--- src/rtl/slr_pkg.sv ---
// shared types and constants for the slope line rasterizer
// request payload structs, coordinate and fixed-point widths, helper functions
// no dependencies
package slr_pkg;

    localparam int COORD_BITS   = 11;
    localparam int FRAC_BITS    = 16;
    localparam int FRAME_BITS   = 12;
    localparam int COLOR_BITS   = 8;
    localparam int CFG_IDX_BITS = 1;

    localparam int SLOPE_BITS = FRAC_BITS + 1;
    localparam int DIV_BITS   = COORD_BITS + FRAC_BITS;
    localparam int ALU_BITS   = COORD_BITS + FRAC_BITS + 1;
    localparam int CNT_BITS   = $clog2(DIV_BITS);

    localparam logic [FRAME_BITS-1:0] FRAME_WIDTH_RESET  = FRAME_BITS'(1920);
    localparam logic [FRAME_BITS-1:0] FRAME_HEIGHT_RESET = FRAME_BITS'(1080);

    localparam logic [CFG_IDX_BITS-1:0] CFG_FRAME_WIDTH  = 1'b0;
    localparam logic [CFG_IDX_BITS-1:0] CFG_FRAME_HEIGHT = 1'b1;

    localparam logic OP_START = 1'b0;
    localparam logic OP_STEP  = 1'b1;

    typedef logic [COORD_BITS-1:0] coord_t;

    typedef struct packed {
        coord_t y;
        coord_t x;
    } point_t;

    typedef struct packed {
        logic                  opcode;
        coord_t                start_x;
        coord_t                start_y;
        coord_t                end_x;
        coord_t                end_y;
        logic [COLOR_BITS-1:0] red_in;
        logic [COLOR_BITS-1:0] green_in;
        logic [COLOR_BITS-1:0] blue_in;
    } in_t;

    typedef struct packed {
        logic                  pixel_valid;
        logic                  pixel_visible;
        coord_t                pixel_x;
        coord_t                pixel_y;
        logic [COLOR_BITS-1:0] red_out;
        logic [COLOR_BITS-1:0] green_out;
        logic [COLOR_BITS-1:0] blue_out;
        logic                  last_pixel;
        logic                  line_idle;
    } out_t;

    function automatic coord_t get_major(point_t p, logic steep);
        return steep ? p.y : p.x;
    endfunction

    function automatic coord_t get_minor(point_t p, logic steep);
        return steep ? p.x : p.y;
    endfunction

    function automatic coord_t abs_diff(coord_t a, coord_t b);
        return (a > b) ? a - b : b - a;
    endfunction

endpackage

--- src/rtl/slope_line_rasterizer.sv ---
// slope line rasterizer top level: start decode, sequencer, shared adder, pixel output
// depends on slr_pkg
//
// A start request latches the endpoints and color and returns an all-zero result,
// then the block is busy while a restoring divider for the slope takes one quotient
// bit per cycle, a shift-add multiply for the starting minor offset takes one
// multiplier bit per cycle, and a final state loads the accumulator, all on a single
// shared add/subtract unit. After that, step requests are taken one per cycle while
// the output is not stalled, each giving one pixel: endpoint one, endpoint two,
// then the interior in ascending major order, with the minor coordinate tracked by
// adding or subtracting the slope on the same unit.
// Configuration writes are always accepted.
module slope_line_rasterizer
    import slr_pkg::*;
(
    input  logic                    clk,
    input  logic                    rst_n,
    input  logic                    cfg_valid,
    output logic                    cfg_ready,
    input  logic [CFG_IDX_BITS-1:0] cfg_index,
    input  logic [FRAME_BITS-1:0]   cfg_data,
    input  logic                    in_valid,
    output logic                    in_ready,
    input  in_t                     in_data,
    output logic                    out_valid,
    input  logic                    out_ready,
    output out_t                    out_data
);

    typedef enum logic [3:0] {
        S_READY = 4'b0001,
        S_DIV   = 4'b0010,
        S_MUL   = 4'b0100,
        S_ACC   = 4'b1000
    } state_t;

    typedef enum logic [3:0] {
        PH_IDLE = 4'b0001,
        PH_ONE  = 4'b0010,
        PH_TWO  = 4'b0100,
        PH_INT  = 4'b1000
    } phase_t;

    state_t                  state_reg, state_next;
    phase_t                  phase_reg, phase_next;
    logic [FRAME_BITS-1:0]   frame_width_reg;
    logic [FRAME_BITS-1:0]   frame_height_reg;
    point_t                  point_one_reg;
    point_t                  point_two_reg;
    logic [COLOR_BITS-1:0]   red_reg, green_reg, blue_reg;
    logic                    steep_reg;
    logic                    minor_desc_reg;
    logic                    major_desc_reg;
    coord_t                  big_reg;
    coord_t                  mult_reg;
    logic [COORD_BITS-1:0]   rem_reg;
    logic [DIV_BITS-1:0]     quot_reg;
    logic [SLOPE_BITS-1:0]   slope_reg;
    logic [ALU_BITS-1:0]     prod_reg;
    logic [DIV_BITS-1:0]     acc_reg;
    logic [CNT_BITS-1:0]     cnt_reg;
    coord_t                  cursor_reg, cursor_next;
    logic                    out_valid_reg;
    out_t                    out_data_reg;

    logic                    in_fire;
    logic                    is_start;

    // start decode
    coord_t                  dx, dy, big_in, small_in;
    logic                    steep_in;
    point_t                  p1_in, p2_in;

    // shared add/subtract unit
    logic [ALU_BITS-1:0]     op_a, op_b, alu_sum;
    logic                    op_sub;
    logic                    div_ok;
    logic [DIV_BITS-1:0]     quot_shift;

    // step decode
    coord_t                  maj1, maj2, hi, lo, minor_cur;
    logic                    interior, last_int, acc_step;
    out_t                    step_res;

    assign cfg_ready = 1'b1;
    assign in_ready  = (state_reg == S_READY) && (!out_valid_reg || out_ready);
    assign in_fire   = in_valid && in_ready;
    assign is_start  = (in_data.opcode == OP_START);
    assign out_valid = out_valid_reg;
    assign out_data  = out_data_reg;

    always_comb
    begin
        p1_in    = '{y: in_data.start_y, x: in_data.start_x};
        p2_in    = '{y: in_data.end_y, x: in_data.end_x};
        dx       = abs_diff(in_data.start_x, in_data.end_x);
        dy       = abs_diff(in_data.start_y, in_data.end_y);
        steep_in = (dy > dx);
        big_in   = steep_in ? dy : dx;
        small_in = steep_in ? dx : dy;
    end

    always_comb
    begin
        op_a   = '0;
        op_b   = '0;
        op_sub = 1'b0;
        unique case (state_reg)
            S_DIV:
            begin
                op_a   = ALU_BITS'({rem_reg, quot_reg[DIV_BITS-1]});
                op_b   = ALU_BITS'(big_reg);
                op_sub = 1'b1;
            end
            S_MUL:
            begin
                op_a = {prod_reg[ALU_BITS-2:0], 1'b0};
                op_b = mult_reg[COORD_BITS-1] ? ALU_BITS'(slope_reg) : '0;
            end
            S_ACC:
            begin
                op_a   = ALU_BITS'({get_minor(point_one_reg, steep_reg),
                                    {FRAC_BITS{1'b0}}});
                op_b   = prod_reg;
                op_sub = minor_desc_reg;
            end
            default:
            begin
                op_a   = ALU_BITS'(acc_reg);
                op_b   = ALU_BITS'(slope_reg);
                op_sub = minor_desc_reg ^ major_desc_reg;
            end
        endcase
        alu_sum = op_sub ? (op_a - op_b) : (op_a + op_b);
    end

    assign div_ok     = !alu_sum[ALU_BITS-1];
    assign quot_shift = {quot_reg[DIV_BITS-2:0], div_ok};

    always_comb
    begin
        maj1      = get_major(point_one_reg, steep_reg);
        maj2      = get_major(point_two_reg, steep_reg);
        hi        = (maj1 < maj2) ? maj2 : maj1;
        lo        = (maj1 < maj2) ? maj1 : maj2;
        interior  = ((hi - lo) >= COORD_BITS'(2));
        minor_cur = acc_reg[FRAC_BITS +: COORD_BITS];
        last_int  = (({1'b0, cursor_reg} + 1'b1) >= {1'b0, hi});

        step_res    = '0;
        phase_next  = phase_reg;
        cursor_next = cursor_reg;
        acc_step    = 1'b0;
        unique case (phase_reg)
            PH_ONE:
            begin
                step_res.pixel_valid = 1'b1;
                step_res.pixel_x     = point_one_reg.x;
                step_res.pixel_y     = point_one_reg.y;
                step_res.last_pixel  = (point_one_reg == point_two_reg);
                phase_next = (point_one_reg == point_two_reg) ? PH_IDLE : PH_TWO;
            end
            PH_TWO:
            begin
                step_res.pixel_valid = 1'b1;
                step_res.pixel_x     = point_two_reg.x;
                step_res.pixel_y     = point_two_reg.y;
                step_res.last_pixel  = !interior;
                if (interior)
                begin
                    cursor_next = lo + 1'b1;
                    phase_next  = PH_INT;
                end
                else
                begin
                    phase_next = PH_IDLE;
                end
            end
            PH_INT:
            begin
                step_res.pixel_valid = 1'b1;
                step_res.pixel_x     = steep_reg ? minor_cur : cursor_reg;
                step_res.pixel_y     = steep_reg ? cursor_reg : minor_cur;
                step_res.last_pixel  = last_int;
                if (last_int)
                begin
                    phase_next = PH_IDLE;
                end
                else
                begin
                    cursor_next = cursor_reg + 1'b1;
                    acc_step    = 1'b1;
                end
            end
            default:
            begin
                step_res.line_idle = 1'b1;
                phase_next         = PH_IDLE;
            end
        endcase
        if (step_res.pixel_valid)
        begin
            step_res.pixel_visible = (FRAME_BITS'(step_res.pixel_x) < frame_width_reg) &&
                                     (FRAME_BITS'(step_res.pixel_y) < frame_height_reg);
            step_res.red_out   = red_reg;
            step_res.green_out = green_reg;
            step_res.blue_out  = blue_reg;
        end
    end

    always_comb
    begin
        state_next = state_reg;
        unique case (state_reg)
            S_READY: if (in_fire && is_start) state_next = S_DIV;
            S_DIV:   if (cnt_reg == '0) state_next = S_MUL;
            S_MUL:   if (cnt_reg == '0) state_next = S_ACC;
            S_ACC:   state_next = S_READY;
            default: state_next = S_READY;
        endcase
    end

    // control state
    always_ff @(posedge clk or negedge rst_n)
    begin
        if (!rst_n)
        begin
            state_reg        <= S_READY;
            phase_reg        <= PH_IDLE;
            out_valid_reg    <= 1'b0;
            frame_width_reg  <= FRAME_WIDTH_RESET;
            frame_height_reg <= FRAME_HEIGHT_RESET;
            cnt_reg          <= '0;
        end
        else
        begin
            state_reg <= state_next;
            if (cfg_valid && cfg_ready)
            begin
                unique case (cfg_index)
                    CFG_FRAME_WIDTH:  frame_width_reg  <= cfg_data;
                    CFG_FRAME_HEIGHT: frame_height_reg <= cfg_data;
                    default:          ;
                endcase
            end
            if (in_fire)
            begin
                out_valid_reg <= 1'b1;
                phase_reg     <= is_start ? PH_ONE : phase_next;
            end
            else if (out_ready)
            begin
                out_valid_reg <= 1'b0;
            end
            if (in_fire && is_start)
                cnt_reg <= CNT_BITS'(DIV_BITS - 1);
            else if (state_reg == S_DIV && cnt_reg == '0)
                cnt_reg <= CNT_BITS'(COORD_BITS - 1);
            else if (cnt_reg != '0)
                cnt_reg <= cnt_reg - 1'b1;
        end
    end

    // datapath
    always_ff @(posedge clk)
    begin
        if (in_fire)
        begin
            out_data_reg <= is_start ? '0 : step_res;
            if (is_start)
            begin
                point_one_reg  <= p1_in;
                point_two_reg  <= p2_in;
                red_reg        <= in_data.red_in;
                green_reg      <= in_data.green_in;
                blue_reg       <= in_data.blue_in;
                steep_reg      <= steep_in;
                minor_desc_reg <= get_minor(p2_in, steep_in) < get_minor(p1_in, steep_in);
                major_desc_reg <= get_major(p1_in, steep_in) > get_major(p2_in, steep_in);
                mult_reg       <= (get_major(p1_in, steep_in) > get_major(p2_in, steep_in))
                                  ? big_in - 1'b1 : COORD_BITS'(1);
                big_reg        <= big_in;
                rem_reg        <= '0;
                quot_reg       <= {small_in, {FRAC_BITS{1'b0}}};
                cursor_reg     <= '0;
            end
            else
            begin
                cursor_reg <= cursor_next;
                if (acc_step)
                    acc_reg <= alu_sum[DIV_BITS-1:0];
            end
        end
        unique case (state_reg)
            S_DIV:
            begin
                rem_reg  <= div_ok ? alu_sum[COORD_BITS-1:0]
                                   : {rem_reg[COORD_BITS-2:0], quot_reg[DIV_BITS-1]};
                quot_reg <= quot_shift;
                if (cnt_reg == '0)
                begin
                    slope_reg <= (big_reg == '0) ? '0 : quot_shift[SLOPE_BITS-1:0];
                    prod_reg  <= '0;
                end
            end
            S_MUL:
            begin
                prod_reg <= alu_sum;
                mult_reg <= {mult_reg[COORD_BITS-2:0], 1'b0};
            end
            S_ACC:
            begin
                acc_reg <= alu_sum[DIV_BITS-1:0];
            end
            default: ;
        endcase
    end

endmodule

--- config.mk ---
export PLATFORM = sky130hd
export DESIGN_NAME = slope_line_rasterizer
export DESIGN_NICKNAME = d
export VERILOG_FILES = /design/src/rtl/slr_pkg.sv /design/src/rtl/slope_line_rasterizer.sv
export SDC_FILE = /design/constraint.sdc
export NUM_CORES = 1
export LEC_CHECK = 0
export ABC_CLOCK_PERIOD_IN_PS = 8200
export BUFFER_PORTS_ARGS = -buffer_cell sky130_fd_sc_hd__buf_2
export CAP_MARGIN = 15
export CORE_MARGIN = 4
export CORE_UTILIZATION = 60
export CTS_CLUSTER_SIZE = 20
export DETAILED_ROUTE_END_ITERATION = 8
export HOLD_SLACK_MARGIN = 0.1
export PLACE_DENSITY_LB_ADDON = 0.15
export REMOVE_ABC_BUFFERS = 1
export SETUP_SLACK_MARGIN = 0.1
export SLEW_MARGIN = 10
export SYNTH_ARGS = -nofsm -noshare
export SYNTH_HDL_FRONTEND = slang
export SYNTH_SLANG_ARGS = --single-unit
--- constraint.sdc ---
create_clock -name clk -period 8.2 [get_ports clk]
set_input_delay 0.82 -clock clk [delete_from_list [all_inputs] [get_ports clk]]
set_output_delay 0.82 -clock clk [all_outputs]
set_load 0.005 [all_outputs]
# Yosys cells after proc, flatten, opt, wreduce, memory -nomap -nowiden
# Index checks and enable logic that the tools add are counted.
dict set report op_classes {
  n_lt_le_gt_ge 10
  n_eq_ne 17
  n_reduce_logical 33
  addsub 12
  bitwise 3
  mux 60
}
# op count
set ops {}
lappend ops {{two-way mux 11 bit} 25}
lappend ops {{two-way mux 27 bit} 7}
lappend ops {{case mux 28 bit (3 select lines)} 2}
lappend ops {{case mux 22 bit (3 select lines)} 1}
lappend ops {{two-way mux 28 bit} 2}
lappend ops {{case mux 28 bit (2 select lines)} 1}
lappend ops {{subtractor 11 bit} 5}
lappend ops {{> comparator 11 bit} 4}
lappend ops {{adder 28 bit} 1}
lappend ops {{subtractor 28 bit} 1}
lappend ops {{less-than comparator 11 x 12 -> 1 bit} 2}
lappend ops {{two-way mux 4 bit} 6}
lappend ops {{case mux 4 bit (3 select lines)} 2}
lappend ops {{adder 11 x 1 -> 11 bit (second input constant)} 2}
lappend ops {{== test 22 bit} 1}
lappend ops {{less-than comparator 11 bit} 2}
lappend ops {{case mux 11 bit (2 select lines)} 1}
lappend ops {{AND reduction 2 bit} 9}
lappend ops {{two-way mux 17 bit} 1}
lappend ops {{two-way mux 5 bit} 3}
lappend ops {{nonzero test 2 bit} 7}
lappend ops {{adder 11 x 1 -> 12 bit (second input constant)} 1}
lappend ops {{greater-or-equal comparator 12 x 11 -> 1 bit} 1}
lappend ops {{greater-or-equal comparator 11 x 2 -> 1 bit (second input constant)} 1}
lappend ops {{25 further kinds} 47}
dict set report word_totals {
  word_cells 169
  inputBits 87
  output_inout_bits 53
  regBits 302
}

# Logic depth before layout (Yosys ltp)
dict set report logic_depth {
  depth_word 10
  depth_mapped 35
  ltp_nobuf 32
}

# Least setup slack after synthesis
# No wires, ideal clock.
dict set report synth_path {
  path_kind {input-to-reg}
  start {input in_data[40] in the netlist's numbering}
  end {register mult_reg[2], data pin}
  path_buffers 5
  path_stages 33
  arrival_time_ns 7.300
  setup_time_ns 0.275
  t_required_ns 7.925
  path_slack_ns 0.625
  cell_sequence {inv_1 ha_1 clkbuf_1 nand2_1 or4_4 mux2i_4 a21oi_2 buf_6 mux2_4 a221o_1 a31oi_1 xnor2_1 inv_1 ha_1 nand3_1 o41ai_1 nand2_1 clkbuf_1 clkbuf_1 clkbuf_1 a21oi_1 ha_1 nor2b_1 o21a_1 o21a_1 o21ai_0 nand2b_1 a21oi_1 nor2b_1 o211ai_1 a21oi_1 nand2_1 o21ai_0}
}
dict set report synth_via {
  elab_chain_len 9
  word_cells_on_any_way 14
  classes_between {add/sub (3); order compare (3); mux (8)}
}
# item line
set synth_lines {}
lappend synth_lines {{start, declared} slope_line_rasterizer.sv:24} ;# input in_t in_data,
lappend synth_lines {{subtractor 11 bit or > comparator 11 bit (tied branches)} slr_pkg.sv:65} ;# return (a > b) ? a - b : b - a;
lappend synth_lines {{two-way mux 11 bit} slr_pkg.sv:65}
lappend synth_lines {{> comparator 11 bit} slope_line_rasterizer.sv:98} ;# steep_in = (dy > dx);
lappend synth_lines {{two-way mux 11 bit (on tied branches)} {slope_line_rasterizer.sv:99, slr_pkg.sv:57}}
lappend synth_lines {{subtractor 11 x 1 -> 11 bit or > comparator 11 bit (tied branches)} {slope_line_rasterizer.sv:281, slope_line_rasterizer.sv:280}}
lappend synth_lines {{two-way mux 11 bit (*)} slope_line_rasterizer.sv:281} ;# ? big_in - 1'b1 : COORD_BITS'(1);
lappend synth_lines {{two-way mux 11 bit (*)} slope_line_rasterizer.sv:270} ;# if (is_start)
lappend synth_lines {{two-way mux 11 bit (*)} slope_line_rasterizer.sv:267} ;# if (in_fire)
lappend synth_lines {{two-way mux 11 bit (*)} slope_line_rasterizer.sv:294} ;# unique case (state_reg)
lappend synth_lines {{end signal, assigned} slope_line_rasterizer.sv:280} ;# mult_reg <= (get_major(p1_in, steep_in) > get_major(p2_in, steep_in))
lappend synth_lines {{end signal, assigned} slope_line_rasterizer.sv:309} ;# mult_reg <= {mult_reg[COORD_BITS-2:0], 1'b0};
lappend synth_lines {{end, declared} slope_line_rasterizer.sv:55} ;# coord_t mult_reg;
# Mark *: on every way between the ends. The rest lies on a longest branch, timed or not. The select of a mux whose other input is x is not followed.
# A chain may end at the register's enable or synchronous reset.

# Worst setup path after layout
dict set report layout_path {
  start {input in_data[43] in the netlist's numbering}
  end {register mult_reg[10], data pin}
}
# Same word-level chain as after synthesis.

==> flow_summary.json <==
{
  "rsz0062_at_grt": "false",
  "postCtsSetupBuffers": 0,
  "wire_per_inst_microns": 20.59,
  "ctsHoldBuffers": 0,
  "ys_seq_area_share_pct": 43.29,
  "async_flop_share_pct": 12.58,
  "synth-main-ff-cell": "edfxtp_1",
  "r2r_slack_ns": 1.27,
  "drc_errors": 0,
  "endpoint_kind": "flop",
  "gr-usage-met2_pct": 46.83,
  "yosys.area_share.xor_xnor_pct": 4.397,
  "vias": 16390,
  "grt_use_total_pct": 29.14,
  "yosysWarnings": 0,
  "cts_htree_levels": 2,
  "numCtsBuffers": 35,
  "grt_pass1_vias": 15760,
  "finalNonFillerCells": 2654,
  "fin_hold_ws_ns": 0.4438,
  "maxSlewHeadroom_pct": 29.76,
  "synth_simple_gate_area_share_pct": 15.54,
  "port-buffer-count": 138,
  "synth_edf_count": 263,
  "min_path_type": "input port to async pin",
  "ant_nets": 0,
  "start_util_pct": 61.03,
  "synth_area_sq_um": 20520,
  "dr.pass1.iters": 6,
  "critPathRequiredTime_ns": 8.59,
  "rr_endpoint": "cursor_reg[6]",
  "p_sw_share_pct": 35.72,
  "fillers": 2656,
  "p_comb_share_pct": 38.8,
  "dieArea_sq_um": 37220,
  "fmax_ghz": 0.1359,
  "final_hold_viol_count": 0,
  "synth_commonest_cells": "263 x edfxtp_1, 183 x o21ai_0, 174 x nand2_1, 149 x ha_1, 126 x nor2_1",
  "hpwlAfterDp_mm": 41.22,
  "drv_cap": 0,
  "io_pins": 140,
  "final_cell_area_sq_um": 22870,
  "place_inst": 2592,
  "antenna_found_initial": 0,
  "place_congestion": 0.9632,
  "die_w_microns": 192.9,
  "cts_tree": "built",
  "fin_nets": 2422,
  "synth-seq-cells": 302,
  "clock_latency_ns": 0.55,
  "largest_reg_flops": 50,
  "leakage_nw": 9.423,
  "outcome": "finished, final reports clean",
  "path_class": "input port to flop",
  "wl_mm": 54.65,
  "use_met1_pct": 40.30,
  "via_per_inst": 6.175,
  "cp_max_fo": 16,
  "worstMarginPinSlew_ns": 1.050,
  "yosys.area.top_type": "edfxtp_1",
  "drtIter0Drc": 1414,
  "globalRouteOverflowTotal": 0,
  "fin_skew_ns": 0.02418,
  "period_share_pct": 89.75,
  "grt_pass1_wl_mm": 85.32,
  "avgSynthCellArea_sq_um": 9.921,
  "setup_violations": 0,
  "worstSetupStartpoint": "in_data[43]",
  "seqPwrFrac_pct": 33.2,
  "cpPeakStageDelay_ns": 0.71,
  "clk_pin_slew_ns": 0.06,
  "die_y_microns": 192.9,
  "synth_cell_types": 86,
  "yosys.cell_count.top_type": "edfxtp_1",
  "synth.top_cell.area_share_pct": 38.49,
  "peakVddDrop_uv": 184.6,
  "period_needed_ns": 7.359,
  "cts_buffer_depth": 3,
  "p_per_area_nw_per_um2": 255.6,
  "grt_use_met3_pct": 5.101,
  "ys_top_cells_by_area": "edfxtp_1 38%, ha_1 9.1%, o21ai_0 4.5%, mux2i_1 3.6%, and2_1 3.5%",
  "synth_top_family_by_area": "compound AO/OA/AOI/OAI gates",
  "cts_root_buffer": "clkbuf_16",
  "synthMuxAreaShare_pct": 5.708,
  "arrival_ns": 7.75,
  "busiest_layer": "met2",
  "fin_util_pct": 68.04,
  "cts_resized": 0,
  "row_count": 67,
  "crit_slowest_cell": "a21oi_2",
  "synth_compound_area_share_pct": 17.47,
  "drive_above_1_share_pct": 13.69,
  "p_int_w": 0.003758,
  "core_sq_um": 33620,
  "grt_max_degree": 61,
  "diodes": 0,
  "critPathCapture": "mult_reg[10]",
  "switchingPower_w": 0.002089,
  "r2r_start": "steep_reg",
  "synth-adder-area-share_pct": 9.574,
  "power_frac_clock_pct": 28.0,
  "numClockSinks": 302,
  "postSynthCellCount": 2068,
  "rr_worst_depth": 17,
  "slew_viol_final": 0,
  "critPathLaunchType": "input port",
  "placed_cell_area_sq_um": 21670,
  "synthToLayoutAreaGrowth_pct": 11.48
}
per-layer routing:
| metal | wire length (microns) | part of all wire [%] | vias to the layer above |
|---|---|---|---|
| met2 | 24780 | 45 | 590 |
| met4 | 1932 | 3.5 | 0 |
| met5 | 0 | 0 | - |
| met1 | 23880 | 44 | 7840 |
| li1 | - | - | 7836 |
| met3 | 4055 | 7.4 | 122 |
power groups by stage:
stage | sequential (W) | clock (W) | combinational (W)
global placement | 0.00196 | 0 | 0.00218
global route | 0.00195 | 0.00173 | 0.00254
CTS | 0.00194 | 0.00166 | 0.00225
floorplan | 0.00196 | 0 | 0.00162
finish | 0.00194 | 0.00164 | 0.00227
detailed placement | 0.00197 | 0 | 0.00223
critical path, delay by kind of cell:
family          cells  cell delay [ns]
xor+xnor            1             0.21
simple gates        8             1.39
fa+ha+maj           3             0.93
compound gates     13             3.20
buf+inv             5             0.75
mux                 1             0.45
cell families after synthesis:
kind of cell	Yosys count
mux	110
compound gates	562
simple gates	625
other cells	1
buf+inv	211
fa+ha+maj	154
xor+xnor	103
flops	302
per-stage QoR:
step / TNS [ns] / worst slack (ns) / total power (W)
2_1_floorplan: -23.26 / -0.7012 / 0.003580
3_3_place_gp: 0 / 0.6610 / 0.004141
3_5_place_dp: 0 / 0.4058 / 0.004195
4_1_cts: 0 / 0.9378 / 0.005851
5_1_grt: 0 / 0.1830 / 0.006222
6_report: 0 / 0.8408 / 0.005847
cell usage in the layout (no fill, tap or decap), types with 59 or more instances in the layout:
cell type    n
xnor2_1     59
mux2i_1     74
nor2_1     126
edfxtp_1   263
and2_1     115
a21oi_1    125
inv_1      117
ha_1       149
buf_2      138
nand2_1    173
o21ai_0    182
worst min path at each step:
| stage | slack [ns] | cells after the start | to | startpoint |
|---|---|---|---|---|
| floorplan | 0.46 | 2 | cnt_reg[4] | cnt_reg[4] |
| global placement | 0.48 | 2 | cnt_reg[4] | cnt_reg[4] |
| detailed placement | 0.50 | 1 | frame_height_reg[0] | frame_height_reg[0] |
| CTS | 0.44 | 1 | green_reg[2] | in_data[10] |
| global route | 0.45 | 1 | red_reg[4] | in_data[20] |
| finish | 0.44 | 1 | frame_height_reg[7] | rst_n |
layout make-up:
class | count | area, sq um | area share [%]
Clock buffer | 43 | 915.9 | 4.004
Clock inverter | 19 | 285.3 | 1.247
Inverter | 119 | 447.9 | 1.958
Multi-Input combinational cell | 1555 | 10870 | 47.51
Sequential cell | 302 | 8881 | 38.83
Tap cell | 448 | 560.5 | 2.451
Timing Repair Buffer | 168 | 915.9 | 4.004
No activity file was read; power rests on OpenSTA's default activity.
